[config.mk]
export PLATFORM = sky130hd
export DESIGN_NAME = rtc_latched_time_registers
export DESIGN_NICKNAME = d
export VERILOG_FILES = /design/src/rtc_ltr_pkg.sv /design/src/rtc_ltr_clock.sv /design/src/rtc_latched_time_registers.sv
export SDC_FILE = /design/constraint.sdc
export NUM_CORES = 1
export LEC_CHECK = 0
export ABC_CLOCK_PERIOD_IN_PS = 12200
export BUFFER_PORTS_ARGS = -buffer_cell sky130_fd_sc_hd__buf_2
export CORE_MARGIN = 5
export CORE_UTILIZATION = 37
export DETAILED_ROUTE_END_ITERATION = 12
export PLACE_DENSITY = 0.61
export SKIP_LAST_GASP = 1
export SYNTH_ARGS = -nofsm -noshare
export SYNTH_HDL_FRONTEND = slang
export SYNTH_SLANG_ARGS = --single-unit
[constraint.sdc]
create_clock -name clk -period 12.2 [get_ports clk]
set_clock_uncertainty 0.15 [all_clocks]
set_input_delay 3.66 -clock clk [delete_from_list [all_inputs] [get_ports clk]]
set_output_delay 3.66 -clock clk [all_outputs]
set_load 0.03 [all_outputs]
[src/rtc_ltr_pkg.sv]
// rtc_ltr_pkg: shared types, command and register codes, small divide helpers
// for the latched real-time clock. No dependencies.
package rtc_ltr_pkg;

	// command codes
	localparam logic [1:0] CMD_TICK  = 2'd0;
	localparam logic [1:0] CMD_WRITE = 2'd1;
	localparam logic [1:0] CMD_READ  = 2'd2;
	localparam logic [1:0] CMD_LATCH = 2'd3;

	// register indexes
	localparam logic [2:0] REG_SEC      = 3'd0;
	localparam logic [2:0] REG_MIN      = 3'd1;
	localparam logic [2:0] REG_HOUR     = 3'd2;
	localparam logic [2:0] REG_DAY_LOW  = 3'd3;
	localparam logic [2:0] REG_DAY_HIGH = 3'd4;

	localparam int NUM_REGS = 5;

	// day high bit positions
	localparam int DH_DAY8_BIT  = 0;
	localparam int DH_HALT_BIT  = 6;
	localparam int DH_CARRY_BIT = 7;

	// one register beat held in the input stage
	typedef struct packed {
		logic [1:0] cmd;
		logic [2:0] reg_sel;
		logic [7:0] write_data;
	} op_t;

	// time in register form, always normalized
	typedef struct packed {
		logic [5:0] secs;
		logic [5:0] mins;
		logic [4:0] hours;
		logic [8:0] day;
		logic       halt;
		logic       carry;
	} view_t;

	// byte / 60, quotient 0..4
	function automatic logic [2:0] quo60(input logic [7:0] d);
		quo60 = 3'(d >= 8'd60) + 3'(d >= 8'd120) + 3'(d >= 8'd180) + 3'(d >= 8'd240);
	endfunction

	function automatic logic [5:0] rem60(input logic [7:0] d);
		logic [7:0] q;
		q = 8'(quo60(d));
		rem60 = 6'(d - 8'(q * 8'd60));
	endfunction

	// byte / 24, quotient 0..10
	function automatic logic [3:0] quo24(input logic [7:0] d);
		logic [3:0] q;
		q = '0;
		for (int k = 1; k <= 10; k++) begin
			q = q + 4'(d >= 8'(24 * k));
		end
		quo24 = q;
	endfunction

	function automatic logic [4:0] rem24(input logic [7:0] d);
		logic [7:0] q;
		q = 8'(quo24(d));
		rem24 = 5'(d - 8'(q * 8'd24));
	endfunction

	// byte form of one register of the split view
	function automatic logic [7:0] view_byte(input view_t v, input logic [2:0] idx);
		logic [7:0] b;
		b = '0;
		unique case (idx)
			REG_SEC:      b = 8'(v.secs);
			REG_MIN:      b = 8'(v.mins);
			REG_HOUR:     b = 8'(v.hours);
			REG_DAY_LOW:  b = v.day[7:0];
			REG_DAY_HIGH: begin
				b[DH_DAY8_BIT]  = v.day[8];
				b[DH_HALT_BIT]  = v.halt;
				b[DH_CARRY_BIT] = v.carry;
			end
			default:      b = '0;
		endcase
		view_byte = b;
	endfunction

endpackage

[src/rtc_ltr_clock.sv]
// rtc_ltr_clock: time-keeping registers held as seconds/minutes/hours/day,
// tick and register-write update with carry ripple. Uses rtc_ltr_pkg.
module rtc_ltr_clock (
	input  logic              clk,
	input  logic              arst_n,
	input  logic              en,
	input  rtc_ltr_pkg::op_t  op,
	output rtc_ltr_pkg::view_t view
);

	logic [5:0] secs_q, mins_q;
	logic [4:0] hours_q;
	logic [8:0] day_q;
	logic       halt_q, carry_q;

	logic [5:0] secs_n, mins_in, mins_n;
	logic [4:0] hours_in, hours_n;
	logic [8:0] day_in;
	logic [2:0] mins_add, hours_add;
	logic [3:0] day_add;
	logic       halt_n, carry_base;
	logic [6:0] secs_sum, mins_sum;
	logic [5:0] hours_sum;
	logic [9:0] day_sum;
	logic       c_min, c_hour, wrap;
	logic       is_wr;

	assign is_wr = (op.cmd == rtc_ltr_pkg::CMD_WRITE);

	// pick field inputs and carry-ins per command
	always_comb begin
		secs_n     = secs_q;
		mins_in    = mins_q;
		hours_in   = hours_q;
		day_in     = day_q;
		mins_add   = '0;
		hours_add  = '0;
		day_add    = '0;
		halt_n     = halt_q;
		carry_base = carry_q;
		secs_sum   = 7'(secs_q) + 7'd1;
		if (op.cmd == rtc_ltr_pkg::CMD_TICK && !halt_q) begin
			if (secs_sum >= 7'd60) begin
				secs_n   = '0;
				mins_add = 3'd1;
			end else begin
				secs_n = 6'(secs_sum);
			end
		end else if (is_wr) begin
			unique case (op.reg_sel)
				rtc_ltr_pkg::REG_SEC: begin
					secs_n   = rtc_ltr_pkg::rem60(op.write_data);
					mins_add = rtc_ltr_pkg::quo60(op.write_data);
				end
				rtc_ltr_pkg::REG_MIN: begin
					mins_in   = rtc_ltr_pkg::rem60(op.write_data);
					hours_add = rtc_ltr_pkg::quo60(op.write_data);
				end
				rtc_ltr_pkg::REG_HOUR: begin
					hours_in = rtc_ltr_pkg::rem24(op.write_data);
					day_add  = rtc_ltr_pkg::quo24(op.write_data);
				end
				rtc_ltr_pkg::REG_DAY_LOW: begin
					day_in = {day_q[8], op.write_data};
				end
				rtc_ltr_pkg::REG_DAY_HIGH: begin
					day_in     = {op.write_data[rtc_ltr_pkg::DH_DAY8_BIT], day_q[7:0]};
					halt_n     = op.write_data[rtc_ltr_pkg::DH_HALT_BIT];
					carry_base = op.write_data[rtc_ltr_pkg::DH_CARRY_BIT];
				end
				default: begin
				end
			endcase
		end
	end

	// carry ripple minutes -> hours -> days, wrap at 512 days
	always_comb begin
		mins_sum  = 7'(mins_in) + 7'(mins_add);
		c_min     = (mins_sum >= 7'd60);
		mins_n    = c_min ? 6'(mins_sum - 7'd60) : 6'(mins_sum);
		hours_sum = 6'(hours_in) + 6'(hours_add) + 6'(c_min);
		c_hour    = (hours_sum >= 6'd24);
		hours_n   = c_hour ? 5'(hours_sum - 6'd24) : 5'(hours_sum);
		day_sum   = 10'(day_in) + 10'(day_add) + 10'(c_hour);
		wrap      = day_sum[9];
	end

	// time state
	always_ff @(posedge clk or negedge arst_n) begin
		if (!arst_n) begin
			secs_q  <= '0;
			mins_q  <= '0;
			hours_q <= '0;
			day_q   <= '0;
			halt_q  <= 1'b0;
			carry_q <= 1'b0;
		end else if (en) begin
			secs_q  <= secs_n;
			mins_q  <= mins_n;
			hours_q <= hours_n;
			day_q   <= day_sum[8:0];
			halt_q  <= halt_n;
			carry_q <= carry_base | wrap;
		end
	end

	always_comb begin
		view.secs  = secs_q;
		view.mins  = mins_q;
		view.hours = hours_q;
		view.day   = day_q;
		view.halt  = halt_q;
		view.carry = carry_q;
	end

endmodule

[src/rtc_latched_time_registers.sv]
// rtc_latched_time_registers: top level with input stage, latched shadow
// registers and result register. Uses rtc_ltr_pkg and rtc_ltr_clock.
//
// Real-time clock with seconds, minutes, hours, day low and day high byte
// registers, counting up to 512 days with sticky carry and halt. Every beat
// (tick, write, read, latch) returns exactly one result beat: the latched byte
// on a read, zero otherwise. One beat is taken per clock while not stalled; a
// beat lands in the input stage, acts on the clock and shadow registers when
// it advances, then offers its result from the result register. It advances
// while the result register is empty or its result is taken; a stall holds
// both stages. Writes normalize out-of-range bytes by carrying into the higher
// fields and set carry on a 512-day wrap; writes apply while halted.
module rtc_latched_time_registers (
	input  logic       clk,
	input  logic       arst_n,
	input  logic       in_valid,
	output logic       in_stall,
	input  logic [1:0] cmd,
	input  logic [2:0] reg_sel,
	input  logic [7:0] write_data,
	output logic       out_valid,
	input  logic       out_stall,
	output logic [7:0] read_data
);

	rtc_ltr_pkg::op_t   op_s1;
	logic               vld_s1;
	logic               adv_s1;
	rtc_ltr_pkg::view_t view;
	logic [7:0]         latch_q [rtc_ltr_pkg::NUM_REGS];
	logic [7:0]         rd_byte;
	logic [7:0]         read_data_q;
	logic               out_vld_q;

	// stage handshake
	assign adv_s1   = vld_s1 && (!out_vld_q || !out_stall);
	assign in_stall = vld_s1 && !adv_s1;

	// input stage
	always_ff @(posedge clk or negedge arst_n) begin
		if (!arst_n) begin
			vld_s1 <= 1'b0;
		end else if (!in_stall) begin
			vld_s1 <= in_valid;
		end
	end

	always_ff @(posedge clk) begin
		if (in_valid && !in_stall) begin
			op_s1.cmd        <= cmd;
			op_s1.reg_sel    <= reg_sel;
			op_s1.write_data <= write_data;
		end
	end

	// clock state
	rtc_ltr_clock u_clock (
		.clk    (clk),
		.arst_n (arst_n),
		.en     (adv_s1),
		.op     (op_s1),
		.view   (view)
	);

	// shadow registers, loaded on latch
	always_ff @(posedge clk or negedge arst_n) begin
		if (!arst_n) begin
			for (int i = 0; i < rtc_ltr_pkg::NUM_REGS; i++) begin
				latch_q[i] <= '0;
			end
		end else if (adv_s1 && op_s1.cmd == rtc_ltr_pkg::CMD_LATCH) begin
			for (int i = 0; i < rtc_ltr_pkg::NUM_REGS; i++) begin
				latch_q[i] <= rtc_ltr_pkg::view_byte(view, 3'(i));
			end
		end
	end

	// read mux, zero for other commands and bad indexes
	always_comb begin
		rd_byte = '0;
		if (op_s1.cmd == rtc_ltr_pkg::CMD_READ) begin
			unique case (op_s1.reg_sel)
				rtc_ltr_pkg::REG_SEC:      rd_byte = latch_q[0];
				rtc_ltr_pkg::REG_MIN:      rd_byte = latch_q[1];
				rtc_ltr_pkg::REG_HOUR:     rd_byte = latch_q[2];
				rtc_ltr_pkg::REG_DAY_LOW:  rd_byte = latch_q[3];
				rtc_ltr_pkg::REG_DAY_HIGH: rd_byte = latch_q[4];
				default:                   rd_byte = '0;
			endcase
		end
	end

	// result register
	always_ff @(posedge clk or negedge arst_n) begin
		if (!arst_n) begin
			out_vld_q <= 1'b0;
		end else if (adv_s1) begin
			out_vld_q <= 1'b1;
		end else if (!out_stall) begin
			out_vld_q <= 1'b0;
		end
	end

	always_ff @(posedge clk) begin
		if (adv_s1) begin
			read_data_q <= rd_byte;
		end
	end

	assign out_valid = out_vld_q;
	assign read_data = read_data_q;

endmodule
==> qor.txt <==
Run status = completed
Die area = 0.0164 sq mm
Max Fclk = 126 MHz
Post-synth EDFFs = 21
Synth Flop Type = dfrtp_1
Die H = 128 um
Num ports = 27
Maxcap violations = 0
CP max FO = 3
Met2 Resource Use GR = 22.8%
Final setup fails = 0
CTS Buf Count = 9
Yosys warnings = 0
Final WL = 11,500 um
Clock transition at path regs = 0.06 ns
Horizontal die dimension = 128 um
Post-DP Area = 0.00545 sq mm
P_leak = 2.56 nW
Mapped Nets = 573
DRT iter0 DRCs = 308
Synth top area cells = dfrtp_1 (28%), edfxtp_1 (12%), mux2_2 (7.0%)
Antenna Cells = 0
Crit Path Class = input port to output port
M1 GR Usage = 20.7%
Clock latency on the worst-skew pair = 0.35 ns
Post-route ant nets = 0
Hold_ws = 0.352 ns
Yosys top cell by area = dfrtp_1
Top-count cell post-synth = nand2_1
HP Class = register to register
FILL cells = 1,373
CTS H-tree lvls = 3
PwrDens = 188 mW/mm^2
Net Sw Frac = 36.9%
Row count = 43
Fraction of registers with async set/reset = 73.4%
Vias/cell = 5.31
Post-synth cell types = 65
Seq/Total Area, Yosys = 40.4%
Post-synthesis cell area = 0.00515 sq mm
Hold Fails Final Rpt = 0
Finished Cell Area = 0.00573 sq mm
First-pass GRT wire length = 19,100 um
Rel. slew slack = 43.1%
Post-synth top area share = 28.2%
Total negative slack = 0 ns
Max-slew violation count = 0
Synthesized flop and latch total = 79
Clock power frac = 24.0%
Core ar. = 0.0138 sq mm
Syn_area_per_cell = 9.95 sq um
Wire length per cell = 16.0 um
RePlAce Congestion = 0.830
Initial antenna violation count = 0
Cells after Synth = 518
HPWL Detailed = 8470 um
RSZ-0062 raised after global routing = false
Final worst-path cycle share = 64.8%
Slew @ Worst Pin = 0.853 ns
Internal = 0.678 mW
Post-CTS Hold Fix Bufs = 0
Sequential share of power = 40.6%
Worst Path Arrival = 4.10 ns
Gr usage total = 14.8%
DR pass1 iterations = 4
DR vias = 3,838
Root Buffer = clkbuf_16
Layout Nets = 593
Remaining routing DRC violations = 0
Largest net degree at the start of global routing = 59
Vias in the first global route = 3,751
CTS Sinks = 79
CTS max path bufs = 2
Critical path startpoint category = input port
Crit. End Element = output port
TritonCTS clock tree = yes
CTS resizes = 0
# Post-CTS Setup Buffers = 0
Initial Util = 37.4%
Psw = 0.397 mW
Busiest grt layer = met2
Logic pwr share = 35.5%
Gr ovfl total = 0
Share of layout cells above drive strength 1 = 17.5%
CP Data Required Time = 8.39 ns
Final min period = 7.91 ns
Max VDD drop = 0.0000850 V
I/O Buffers = 26
Met3 Use GR = 2.63%
Layout area overhead = 11.2%
Post-synth top cells = nand2_1 (65), dfrtp_1 (58), nor2_1 (36)
per-stage QoR:
stage / setup WS (ns) / total power [mW] / util [%] / cells
floorplan: 4.42 / 0.719 / - / 518
global placement: 4.30 / 0.806 / 39.6 / 707
detailed placement: 4.29 / 0.822 / 39.6 / 707
CTS: 4.29 / 1.08 / 41.6 / 723
global route: 4.07 / 1.15 / 41.6 / 723
finish: 4.29 / 1.08 / 41.6 / 723
sequential cells by signal, summed over array words and instances (netlist names):
| register | count |
|---|---|
| u_clock.carry_q | 1 |
| u_clock.day_q | 9 |
| op_s1 | 13 |
| u_clock.hours_q | 5 |
| read_data | 8 |
| latch_q | 28 |
| u_clock.secs_q | 6 |
| out_valid | 1 |
| u_clock.halt_q | 1 |
| u_clock.mins_q | 6 |
| vld_s1 | 1 |
power groups by stage:
stage / combinational (mW) / clock [mW] / sequential [mW]
after floorplan: 0.310 / 0 / 0.409
after global placement: 0.368 / 0 / 0.438
after detailed placement: 0.381 / 0 / 0.441
after CTS: 0.383 / 0.264 / 0.436
after global routing: 0.430 / 0.274 / 0.448
final: 0.381 / 0.258 / 0.437
critical path: stages:
cell	delay, ns
buf_2	0.08
nand3_1	0.10
inv_1	0.06
buf_2	0.19
metal layers:
layer  up-vias  share of wire (%)
met1      1845                 47
met2        95                 46
met4         0                1.8
li1       1881                  -
met5         -                  0
met3        17                5.0
worst paths after layout:
check                                from  slack [ns]  cells past startpoint                end
worst max register to register   op_s1[5]        4.41                     30   u_clock.day_q[7]
min in group asynchronous          arst_n        3.29                      2  u_clock.mins_q[2]
max in group asynchronous          arst_n        8.08                      2             vld_s1
worst min-delay path               vld_s1        0.35                      1          out_valid
worst max-delay path            out_stall        4.29                      4           in_stall
worst min register to register     vld_s1        0.35                      1          out_valid
cell families (layout without fill, tap and decap cells):
logic type               count (synthesis)  in the layout  synth area share [%]
multiplexers                            53             53                  11.3
flip-flops                              79             79                  40.4
XOR/XNOR                                15             15                  3.11
AO/OA/AOI/OAI                          118            118                  15.0
adder cells (fa/ha/maj)                 38             38                  11.1
AND/OR/NAND/NOR                        166            166                  15.3
buffers and inverters                   49             74                  3.74
layout by cell type, fill, tap and decap left out, types with 13 or more instances in the layout:
master and instances:
nor2_1 36, dfrtp_1 58, a21oi_1 32, inv_1 27
buf_2 26, edfxtp_1 21, o21ai_0 32, ha_1 25
mux2_2 32, mux2i_1 18, fa_1 13, nand2_1 65
area by class of cell:
cell class | instances | area (sq um) | share of cell area, %
flip-flops and latches | 79 | 2080 | 36.3
multi-input cells | 390 | 2880 | 50.2
well taps | 180 | 225 | 3.93
repair buffers | 30 | 160 | 2.79
clock inverters | 7 | 55.1 | 0.960
inverters | 28 | 105 | 1.83
clock buffers | 9 | 225 | 3.93
Power figures use the tool's default switching activity.
